--- src/hw/rtl/sfti_pkg.sv ---
// ---------------------------------------------------------------------------
// sfti_pkg: shared types and constants
// Node word, result word, centre registers and queue sizing for the surface
// force and torque integrator.
// ---------------------------------------------------------------------------
`timescale 1ns / 1ps

package sfti_pkg;

	// default fractional bits of the fixed-point formats
	localparam int FRAC_BITS_DEF = 16;

	// field widths
	localparam int VAL_W = 32;
	localparam int SUM_W = 48;

	// stream data widths
	localparam int IN_DATA_W  = 7 * VAL_W;
	localparam int OUT_DATA_W = 6 * SUM_W;

	// node queue between front and back
	localparam int QUEUE_DEPTH = 4;
	localparam int QPTR_W      = $clog2(QUEUE_DEPTH);
	localparam int QCNT_W      = $clog2(QUEUE_DEPTH + 1);

	// configuration register indexes
	localparam int CFG_IDX_W = 2;
	typedef enum logic [CFG_IDX_W-1:0] {
		REG_CENTER_X = 2'd0,
		REG_CENTER_Y = 2'd1,
		REG_CENTER_Z = 2'd2
	} cfg_reg_t;

	// one surface node, last field in the lowest bits
	typedef struct packed {
		logic                    last;
		logic signed [VAL_W-1:0] point_z;
		logic signed [VAL_W-1:0] point_y;
		logic signed [VAL_W-1:0] point_x;
		logic        [VAL_W-1:0] area_weight;
		logic signed [VAL_W-1:0] traction_z;
		logic signed [VAL_W-1:0] traction_y;
		logic signed [VAL_W-1:0] traction_x;
	} node_t;

	// queue head as seen by the back end
	typedef struct packed {
		logic  valid;
		node_t node;
	} qhead_t;

	// centre of mass registers
	typedef struct packed {
		logic signed [VAL_W-1:0] z;
		logic signed [VAL_W-1:0] y;
		logic signed [VAL_W-1:0] x;
	} center_t;

	// one result word, last field in the lowest bits
	typedef struct packed {
		logic signed [SUM_W-1:0] torque_z;
		logic signed [SUM_W-1:0] torque_y;
		logic signed [SUM_W-1:0] torque_x;
		logic signed [SUM_W-1:0] force_z;
		logic signed [SUM_W-1:0] force_y;
		logic signed [SUM_W-1:0] force_x;
	} result_t;

endpackage

--- src/hw/rtl/sfti_front.sv ---
// ---------------------------------------------------------------------------
// sfti_front: node intake and queue
// Accepts node words from the input stream into a small queue and presents
// the oldest one to the back end, which pops it when its pipeline advances.
// ---------------------------------------------------------------------------
`timescale 1ns / 1ps

module sfti_front (
	input  logic            clk,
	input  logic            arst_n,
	input  logic            push,
	output logic            ready,
	input  sfti_pkg::node_t node,
	output sfti_pkg::qhead_t head,
	input  logic            pop
);
	import sfti_pkg::*;

	node_t             mem_q [QUEUE_DEPTH];
	logic [QPTR_W-1:0] wr_ptr_q;
	logic [QPTR_W-1:0] rd_ptr_q;
	logic [QCNT_W-1:0] cnt_q;
	logic              wr_en;
	logic              rd_en;

	// handshake
	assign ready = (cnt_q != QCNT_W'(QUEUE_DEPTH));
	assign wr_en = push && ready;
	assign rd_en = pop && (cnt_q != '0);

	// head of queue
	assign head.valid = (cnt_q != '0);
	assign head.node  = mem_q[rd_ptr_q];

	// storage
	always_ff @(posedge clk) begin
		if (wr_en) begin
			mem_q[wr_ptr_q] <= node;
		end
	end

	// pointers and fill count
	always_ff @(posedge clk or negedge arst_n) begin
		if (!arst_n) begin
			wr_ptr_q <= '0;
			rd_ptr_q <= '0;
			cnt_q    <= '0;
		end else begin
			if (wr_en) begin
				wr_ptr_q <= wr_ptr_q + 1'b1;
			end
			if (rd_en) begin
				rd_ptr_q <= rd_ptr_q + 1'b1;
			end
			case ({wr_en, rd_en})
				2'b10:   cnt_q <= cnt_q + 1'b1;
				2'b01:   cnt_q <= cnt_q - 1'b1;
				default: cnt_q <= cnt_q;
			endcase
		end
	end

endmodule

--- config.mk ---
export PLATFORM = sky130hd
export DESIGN_NAME = sfti_front
export DESIGN_NICKNAME = d
export VERILOG_FILES = /design/src/hw/rtl/sfti_pkg.sv /design/src/hw/rtl/sfti_front.sv
export SDC_FILE = /design/constraint.sdc
export NUM_CORES = 1
export LEC_CHECK = 0
export BUFFER_PORTS_ARGS = -buffer_cell sky130_fd_sc_hd__buf_2
export CAP_MARGIN = 30
export CORE_ASPECT_RATIO = 0.6
export CORE_UTILIZATION = 40
export DETAILED_ROUTE_END_ITERATION = 10
export PLACE_DENSITY = 0.61
export SLEW_MARGIN = 20
export SYNTH_ARGS = -nofsm -noshare
export SYNTH_HDL_FRONTEND = slang
export SYNTH_SLANG_ARGS = --single-unit
--- constraint.sdc ---
create_clock -name clk -period 7.5 [get_ports clk]
set_input_delay 1.875 -clock clk [delete_from_list [all_inputs] [get_ports clk]]
set_output_delay 1.875 -clock clk [all_outputs]
set_load 0.1 [all_outputs]
=== After elaboration in Yosys (flattened, before gate mapping) ===
Memories as Yosys holds them, arrays and structs flattened.
Index checks and enable logic that the tools add are counted.
W data, S select, Z words.

* Register bits after elaboration: 7
* Latch bits: 0
* Memory bits (writable): 900
* Memory bits (read-only): 0
* Bits of input ports: 229
* Output and inout port bits: 227
* Word-level logic and storage cells: 18
* Memories kept: 1

{| class="wikitable"
|+ Memory list
! name !! words !! bits a word !! rd ports !! clocked after memory_dff !! write ports !! RTL line !! source
|-
| mem_q || 4 || 225 || 1 || 0 || 1 || sfti_front.sv:19 || <nowiki>node_t mem_q [QUEUE_DEPTH];</nowiki>
|}

* $add $sub $neg: 4
* Multiply operators: 0
* Divide/modulo/power cells: 0
* $lt $le $gt $ge: 0
* Equality and inequality tests: 3
* Shifts and indexed selects: 0
* Multiplexer cells: 3
* Bitwise logic cells: 0
* Reduce and logical (&&, ||, !) cells: 4

{| class="wikitable"
|+ Operators by type and width
! kind !! count
|-
| $pmux W3 S2 || 1
|-
| $add A2 B1 Y2 const B || 2
|-
| $add A3 B1 Y3 const B || 1
|-
| $ne A3 B3 Y1 const B || 1
|-
| $reduce_bool A3 Y1 || 1
|-
| $sub A3 B1 Y3 const B || 1
|-
| $eq A2 B1 Y1 const B || 1
|-
| $eq A2 B2 Y1 const B || 1
|-
| $logic_and A1 B1 Y1 || 2
|-
| $mux W1 || 2
|-
| $reduce_bool A2 Y1 || 1
|}

=== Longest topological paths before layout ===
Gate-level depths: netlist of run 1.

* Depth after elaboration: 4
* Depth in mapped cells: 9
* Mapped depth without buffers: 9

=== Worst setup path before layout of run 1 ===
Ideal clock, no wire load.

* Kind: input to register
* Start: input port push
* End: memory mem_q[3][0] in the netlist's numbering, enable pin
* Setup time: 0.616 ns
* Arrival: 7.057 ns
* Required time: 6.884 ns
* Path slack: -0.173 ns
* Stages: 1
* Buffers on the path: 0
* Cell sequence: and3_1

* Cells in the longest elaborated chain, start to end: 3

{| class="wikitable"
|+ RTL lines
! what !! RTL line !! source
|-
| start: declaration || sfti_front.sv:11 || <nowiki>input logic push,</nowiki>
|-
| $logic_and A1 B1 Y1 || sfti_front.sv:28 || <nowiki>assign wr_en = push && ready;</nowiki>
|-
| $mux W1 || sfti_front.sv:37 || <nowiki>if (wr_en) begin</nowiki>
|-
| $mux W1 (not written as such) || sfti_front.sv:38 || <nowiki>mem_q[wr_ptr_q] <= node;</nowiki>
|-
| end: declaration || sfti_front.sv:19 ||
|}

Every way passes these cells.

==> flow_metrics.py, run 1 <==
metrics = {
    "setup_path": {
        "crit_buf_inv": 3,
        "critical_path_class": "flip-flop to primary output",
        "slowest_library_cell_on_the_worst_path": "dfrtp_4",
        "setup.worst_path.end_class": "primary output",
        "cp_slowest_stage_delay_ns": 0.69,
        "worstPathMaxFanout": 39,
        "crit_chain": "buf_16 -> buf_12 -> mux4_2 -> buf_2",
        "worst_setup_path_start_kind": "flip-flop",
        "arrival_ns": 3.01,
        "reg2reg_slack_ns": 4.84,
        "top_delay_family_on_crit_path": "buffers and inverters",
        "cp_data_required_time_ns": 5.62,
    },
    "cts": {
        "cts_hold_buffers": 0,
        "clock_slew_at_reported_path_ffs_ns": 0.07,
        "cts-resized-gates": 0,
        "insertion_delay_ns": 0.65,
        "cts-root-buf": "clkbuf_16",
        "number_of_buffers_added_for_setup_after_cts": 0,
        "cts-root-to-sink-buffers": 3,
        "cts_inserted_buffers": 83,
        "clock_sink_count": 907,
        "tritoncts": "built",
        "cts_max_level": 3,
    },
    "hold_path": {
        "hp-class": "flip-flop to flip-flop",
    },
    "layout": {
        "mostFrequentLayoutCell": "edfxtp_1",
        "drive_gt1_share_pct": 46.5,
        "nets": 1959,
        "area_growth_pct": 19.5,
        "final_cell_count_no_fill": 2862,
        "mostFrequentLayoutCells": "900 x edfxtp_1, 455 x buf_2, 225 x mux4_2, 85 x clkbuf_16",
    },
    "global_route": {
        "grt_first_pass_wirelength_um": 96700,
        "pin_count_of_the_biggest_net_entering_global_routing": 121,
        "grt_usage_pct": 15.8,
        "globalRoute.totalOverflow": 0,
        "grt_pass1_vias": 15300,
        "antenna_found_initial": 13,
    },
    "floorplanning": {
        "floorplan.die.width_um": 372,
        "rows": 80,
        "die-area_mm2": 0.0832,
        "floorplan.initialDensity_pct": 40.9,
        "core_area_mm2": 0.0803,
        "boundaryPins": 456,
        "fp.dieH_um": 224,
    },
    "timing": {
        "max_freq_mhz": 205,
        "setup_repair_after_global_routing_missed_its_margin": "no",
        "report.final.hold_viol_count": 0,
        "number_of_setup_violations_in_the_final_report": 0,
        "tightestPinTransition_ns": 0.977,
        "min_period_over_period_pct": 65.1,
        "totalNegativeSetupSlack_ns": 0,
        "finalClockSkew_ns": 0.0404,
        "period_needed_ns": 4.88,
        "maxSlewViolCount": 0,
        "slew_headroom_pct": 34.9,
    },
    "run_status": {
        "outcome": "completed",
    },
    "placed_design": {
        "port_buffers": 455,
        "place.detailed.instances": 2705,
        "finalWeightedCongestion": 0.751,
        "dp_hpwl_um": 39700,
    },
    "routing": {
        "dr.first_iter.drc_count": 895,
        "wire_per_inst_um": 22.9,
        "num_vias": 14500,
        "routed_wl_um": 65400,
        "drt_pre_antenna_iters": 5,
        "drt.antenna.violating_nets": 0,
        "average_via_count_per_standard_cell": 5.07,
        "detail_route.drc_violations": 0,
    },
    "yosys": {
        "synthesis.instances": 1212,
        "synthesis.yosys.warnings": 0,
        "post_synth_instance_area_mm2": 0.0328,
        "synth-seq-cells": 907,
        "synth_cell_type_count": 22,
        "synth_sequential_area_ratio_pct": 82.9,
        "synth_area_per_cell_um2": 27.1,
        "synth_nets": 1447,
    },
    "flow_run": {
        "drv_cap": 0,
    },
}
==> per-layer routing <==
layer | GRT usage [%] | part of all wire [%]
met4 | 3.70 | 1.5
met5 | 0 | 0.14
met1 | 22.1 | 44
met3 | 5.26 | 7.3
met2 | 23.9 | 47
==> cell usage after synthesis <==
library cell | number | area share [%]
mux2i_1 | 1 | 0.031
or3_1 | 1 | 0.019
and3_1 | 4 | 0.076
or3b_4 | 1 | 0.034
mux4_2 | 225 | 15
buf_1 | 5 | 0.057
nand2_1 | 1 | 0.011
buf_6 | 4 | 0.14
edfxtp_1 | 900 | 82
ha_1 | 5 | 0.19
and2_4 | 1 | 0.027
fa_1 | 1 | 0.061
o31a_1 | 1 | 0.027
nor2_1 | 1 | 0.011
xnor2_1 | 3 | 0.080
dfrtp_1 | 7 | 0.53
mux2_4 | 1 | 0.046
buf_2 | 27 | 0.41
inv_1 | 6 | 0.069
xor2_1 | 3 | 0.080
clkbuf_1 | 3 | 0.034
buf_4 | 11 | 0.25
==> sequential cells by signal, summed over array words and instances, names as in the netlist <==
signal and flops:
rd_ptr_q 2, wr_ptr_q 2, cnt_q 3, mem_q 900
==> layout make-up <==
type	instances	area, um^2
Antenna cell	8	20.0
Multi-Input combinational cell	249	5320
Clock inverter	50	559
Clock buffer	99	2180
Sequential cell	907	27200
Inverter	6	22.5
Timing Repair Buffer	477	2570
Fill cell	6556	41100
Tap cell	1066	1330
==> final timing paths <==
check | start | end | cells past startpoint
worst max register to register | wr_ptr_q[0] | mem_q[0][150] | 4
min in group asynchronous | arst_n | cnt_q[0] | 1
worst max-delay path | rd_ptr_q[0] | head[150] | 4
worst min-delay path | cnt_q[2] | cnt_q[2] | 1
max in group asynchronous | arst_n | cnt_q[2] | 1
worst min register to register | cnt_q[2] | cnt_q[2] | 1
==> logic make-up after synthesis <==
group	share of synthesized area [%]
XOR/XNOR	0.160
multiplexers	15.5
flip-flops	82.9
AO/OA/AOI/OAI	0.0267
AND/OR/NAND/NOR	0.179
buffers and inverters	0.961
adder cells (fa/ha/maj)	0.252
==> stage by stage <==
step                      hold slack, ns  utilization [%]  setup WS, ns  cell area (um^2)
after floorplan                    0.469                -          2.43             32800
after global placement             0.485             45.4          2.97             36400
after detailed placement           0.497             45.4          3.23             36500
after CTS                          0.510             48.8          2.48             39200
after global routing               0.528             48.8          2.43             39200
final                              0.511             48.8          2.62             39200
Power of run 1 is not shown: default switching activity piles up to over one toggle a cycle in this logic, so the estimate is an artifact.
==> inputs of run 2 (changes only) <==
==> constraint.sdc (replaced) <==
create_clock -name clk -period 5 [get_ports clk]
set_input_delay 1.25 -clock clk [delete_from_list [all_inputs] [get_ports clk]]
set_output_delay 1.25 -clock clk [all_outputs]
set_load 0.1 [all_outputs]
==> run 2 against run 1 <==
  * Final area rose by 1.1%
  * Routed wire length rose by 5.3%
  * Worst setup slack got worse by 1.8 ns
  * Critical endpoint is now head[145]
  * Flip-flop and latch count did not move
  * Count of clock-buffer cells in the layout rose by 2
  * Cell count rose by 1.7%
  * Clock skew fell by 0.028 ns
  * First-iteration DRC count rose by 20%
  * Sequential share of layout area fell by 0.78 points
  * Utilization rose by 0.56 points
==> flow_metrics.py, run 2 (synthesis gave the netlist of run 1 again) <==
metrics = {
    "run_status": {
        "outcome": "completed",
    },
    "cts": {
        "cts-root-to-sink-buffers": 3,
        "cts_max_level": 3,
        "cts_hold_buffers": 0,
        "cts-resized-gates": 0,
        "clock_slew_at_reported_path_ffs_ns": 0.06,
        "tritoncts": "built",
        "number_of_buffers_added_for_setup_after_cts": 0,
        "clock_sink_count": 907,
        "cts_inserted_buffers": 83,
        "insertion_delay_ns": 0.65,
        "cts-root-buf": "clkbuf_16",
    },
    "timing": {
        "number_of_setup_violations_in_the_final_report": 0,
        "finalClockSkew_ns": 0.0126,
        "min_period_over_period_pct": 82.8,
        "period_needed_ns": 4.14,
        "tightestPinTransition_ns": 0.662,
        "report.final.hold_viol_count": 0,
        "maxSlewViolCount": 0,
        "totalNegativeSetupSlack_ns": 0,
        "max_freq_mhz": 241,
        "slew_headroom_pct": 55.8,
        "setup_repair_after_global_routing_missed_its_margin": "no",
    },
    "layout": {
        "regMostFlops": "mem_q",
        "mostFrequentLayoutCells": "900 x edfxtp_1, 455 x buf_2, 225 x mux4_2, 83 x clkbuf_16, 47 x buf_4",
        "largest_registers": "mem_q: 900 flops, cnt_q: 3 flops",
        "nets": 2006,
        "area_growth_pct": 20.9,
        "final_cell_count_no_fill": 2910,
        "drive_gt1_share_pct": 48.2,
        "mostFrequentLayoutCell": "edfxtp_1",
        "largest_reg_flops": 900,
    },
    "floorplanning": {
        "die-area_mm2": 0.0832,
        "floorplan.die.width_um": 372,
        "rows": 80,
        "fp.dieH_um": 224,
        "floorplan.initialDensity_pct": 40.9,
        "core_area_mm2": 0.0803,
        "boundaryPins": 456,
    },
    "routing": {
        "wire_per_inst_um": 23.7,
        "routed_wl_um": 68900,
        "drt.antenna.violating_nets": 0,
        "drt_pre_antenna_iters": 5,
        "dr.first_iter.drc_count": 1072,
        "average_via_count_per_standard_cell": 5.12,
        "detail_route.drc_violations": 0,
        "num_vias": 14900,
    },
    "setup_path": {
        "setup.worst_path.end_class": "primary output",
        "worstPathMaxFanout": 28,
        "worst_setup_path_start_kind": "flip-flop",
        "critical_path_class": "flip-flop to primary output",
        "cp_data_required_time_ns": 3.75,
        "arrival_ns": 2.89,
    },
    "global_route": {
        "grt_pass1_vias": 15700,
        "grt_first_pass_wirelength_um": 102000,
        "antenna_found_initial": 19,
        "grt_usage_pct": 16.7,
        "pin_count_of_the_biggest_net_entering_global_routing": 70,
        "globalRoute.totalOverflow": 0,
    },
    "placed_design": {
        "place.detailed.instances": 2752,
        "finalWeightedCongestion": 0.781,
        "dp_hpwl_um": 45100,
        "port_buffers": 455,
    },
    "flow_run": {
        "drv_cap": 0,
    },
    "hold_path": {
        "hp-class": "input port to async pin",
    },
}
==> run 2: path summary, 6_finish.rpt <==
path	startpoint	endpoint	slack (ns)	cells after the start
min reg2reg	cnt_q[2]	cnt_q[2]	0.51	1
min	arst_n	rd_ptr_q[0]	0.43	1
max in group asynchronous	arst_n	rd_ptr_q[1]	4.40	1
max reg2reg	cnt_q[0]	cnt_q[2]	2.76	9
min in group clk	cnt_q[2]	cnt_q[2]	0.51	1
max	rd_ptr_q[0]	head[145]	0.86	4
==> run 2: per-layer routing <==
metal	GRT usage, %	vias to the layer above	part of all wire (%)	routed length [um]
met3	5.69	106	8.0	5490
met5	0	-	0.27	183
met1	24.0	7903	44	30500
li1	-	6427	-	-
met2	24.8	423	46	31800
met4	3.78	30	1.4	990
==> run 2: critical path, stage by stage, from the launching register on <==
cell and delay (ns):
dfrtp_4 0.72, buf_12 0.26, buf_12 0.27, mux4_2 0.59, buf_2 0.32
==> run 2: area by class of cell <==
type                       instances  area (um^2)
inverter                           6         22.5
antenna                            6         15.0
clock buffer                     101         2170
tap                             1066         1330
timing repair buffer             524         3090
fill                            6416        40600
clock inverter                    51          498
multi-input combinational        249         5320
sequential                       907        27200
==> run 2: through the flow <==
step	cell area (um^2)	utilization, %	hold WS, ns	worst slack [ns]
after global placement	36900	45.9	0.489	1.48
after CTS	39600	49.4	0.372	0.745
final	39700	49.4	0.428	0.858
after floorplan	32800	-	0.469	0.559
after global routing	39600	49.4	0.390	0.695
after detailed placement	37000	46.1	0.496	1.48
Power of run 2 is left out for the same reason.
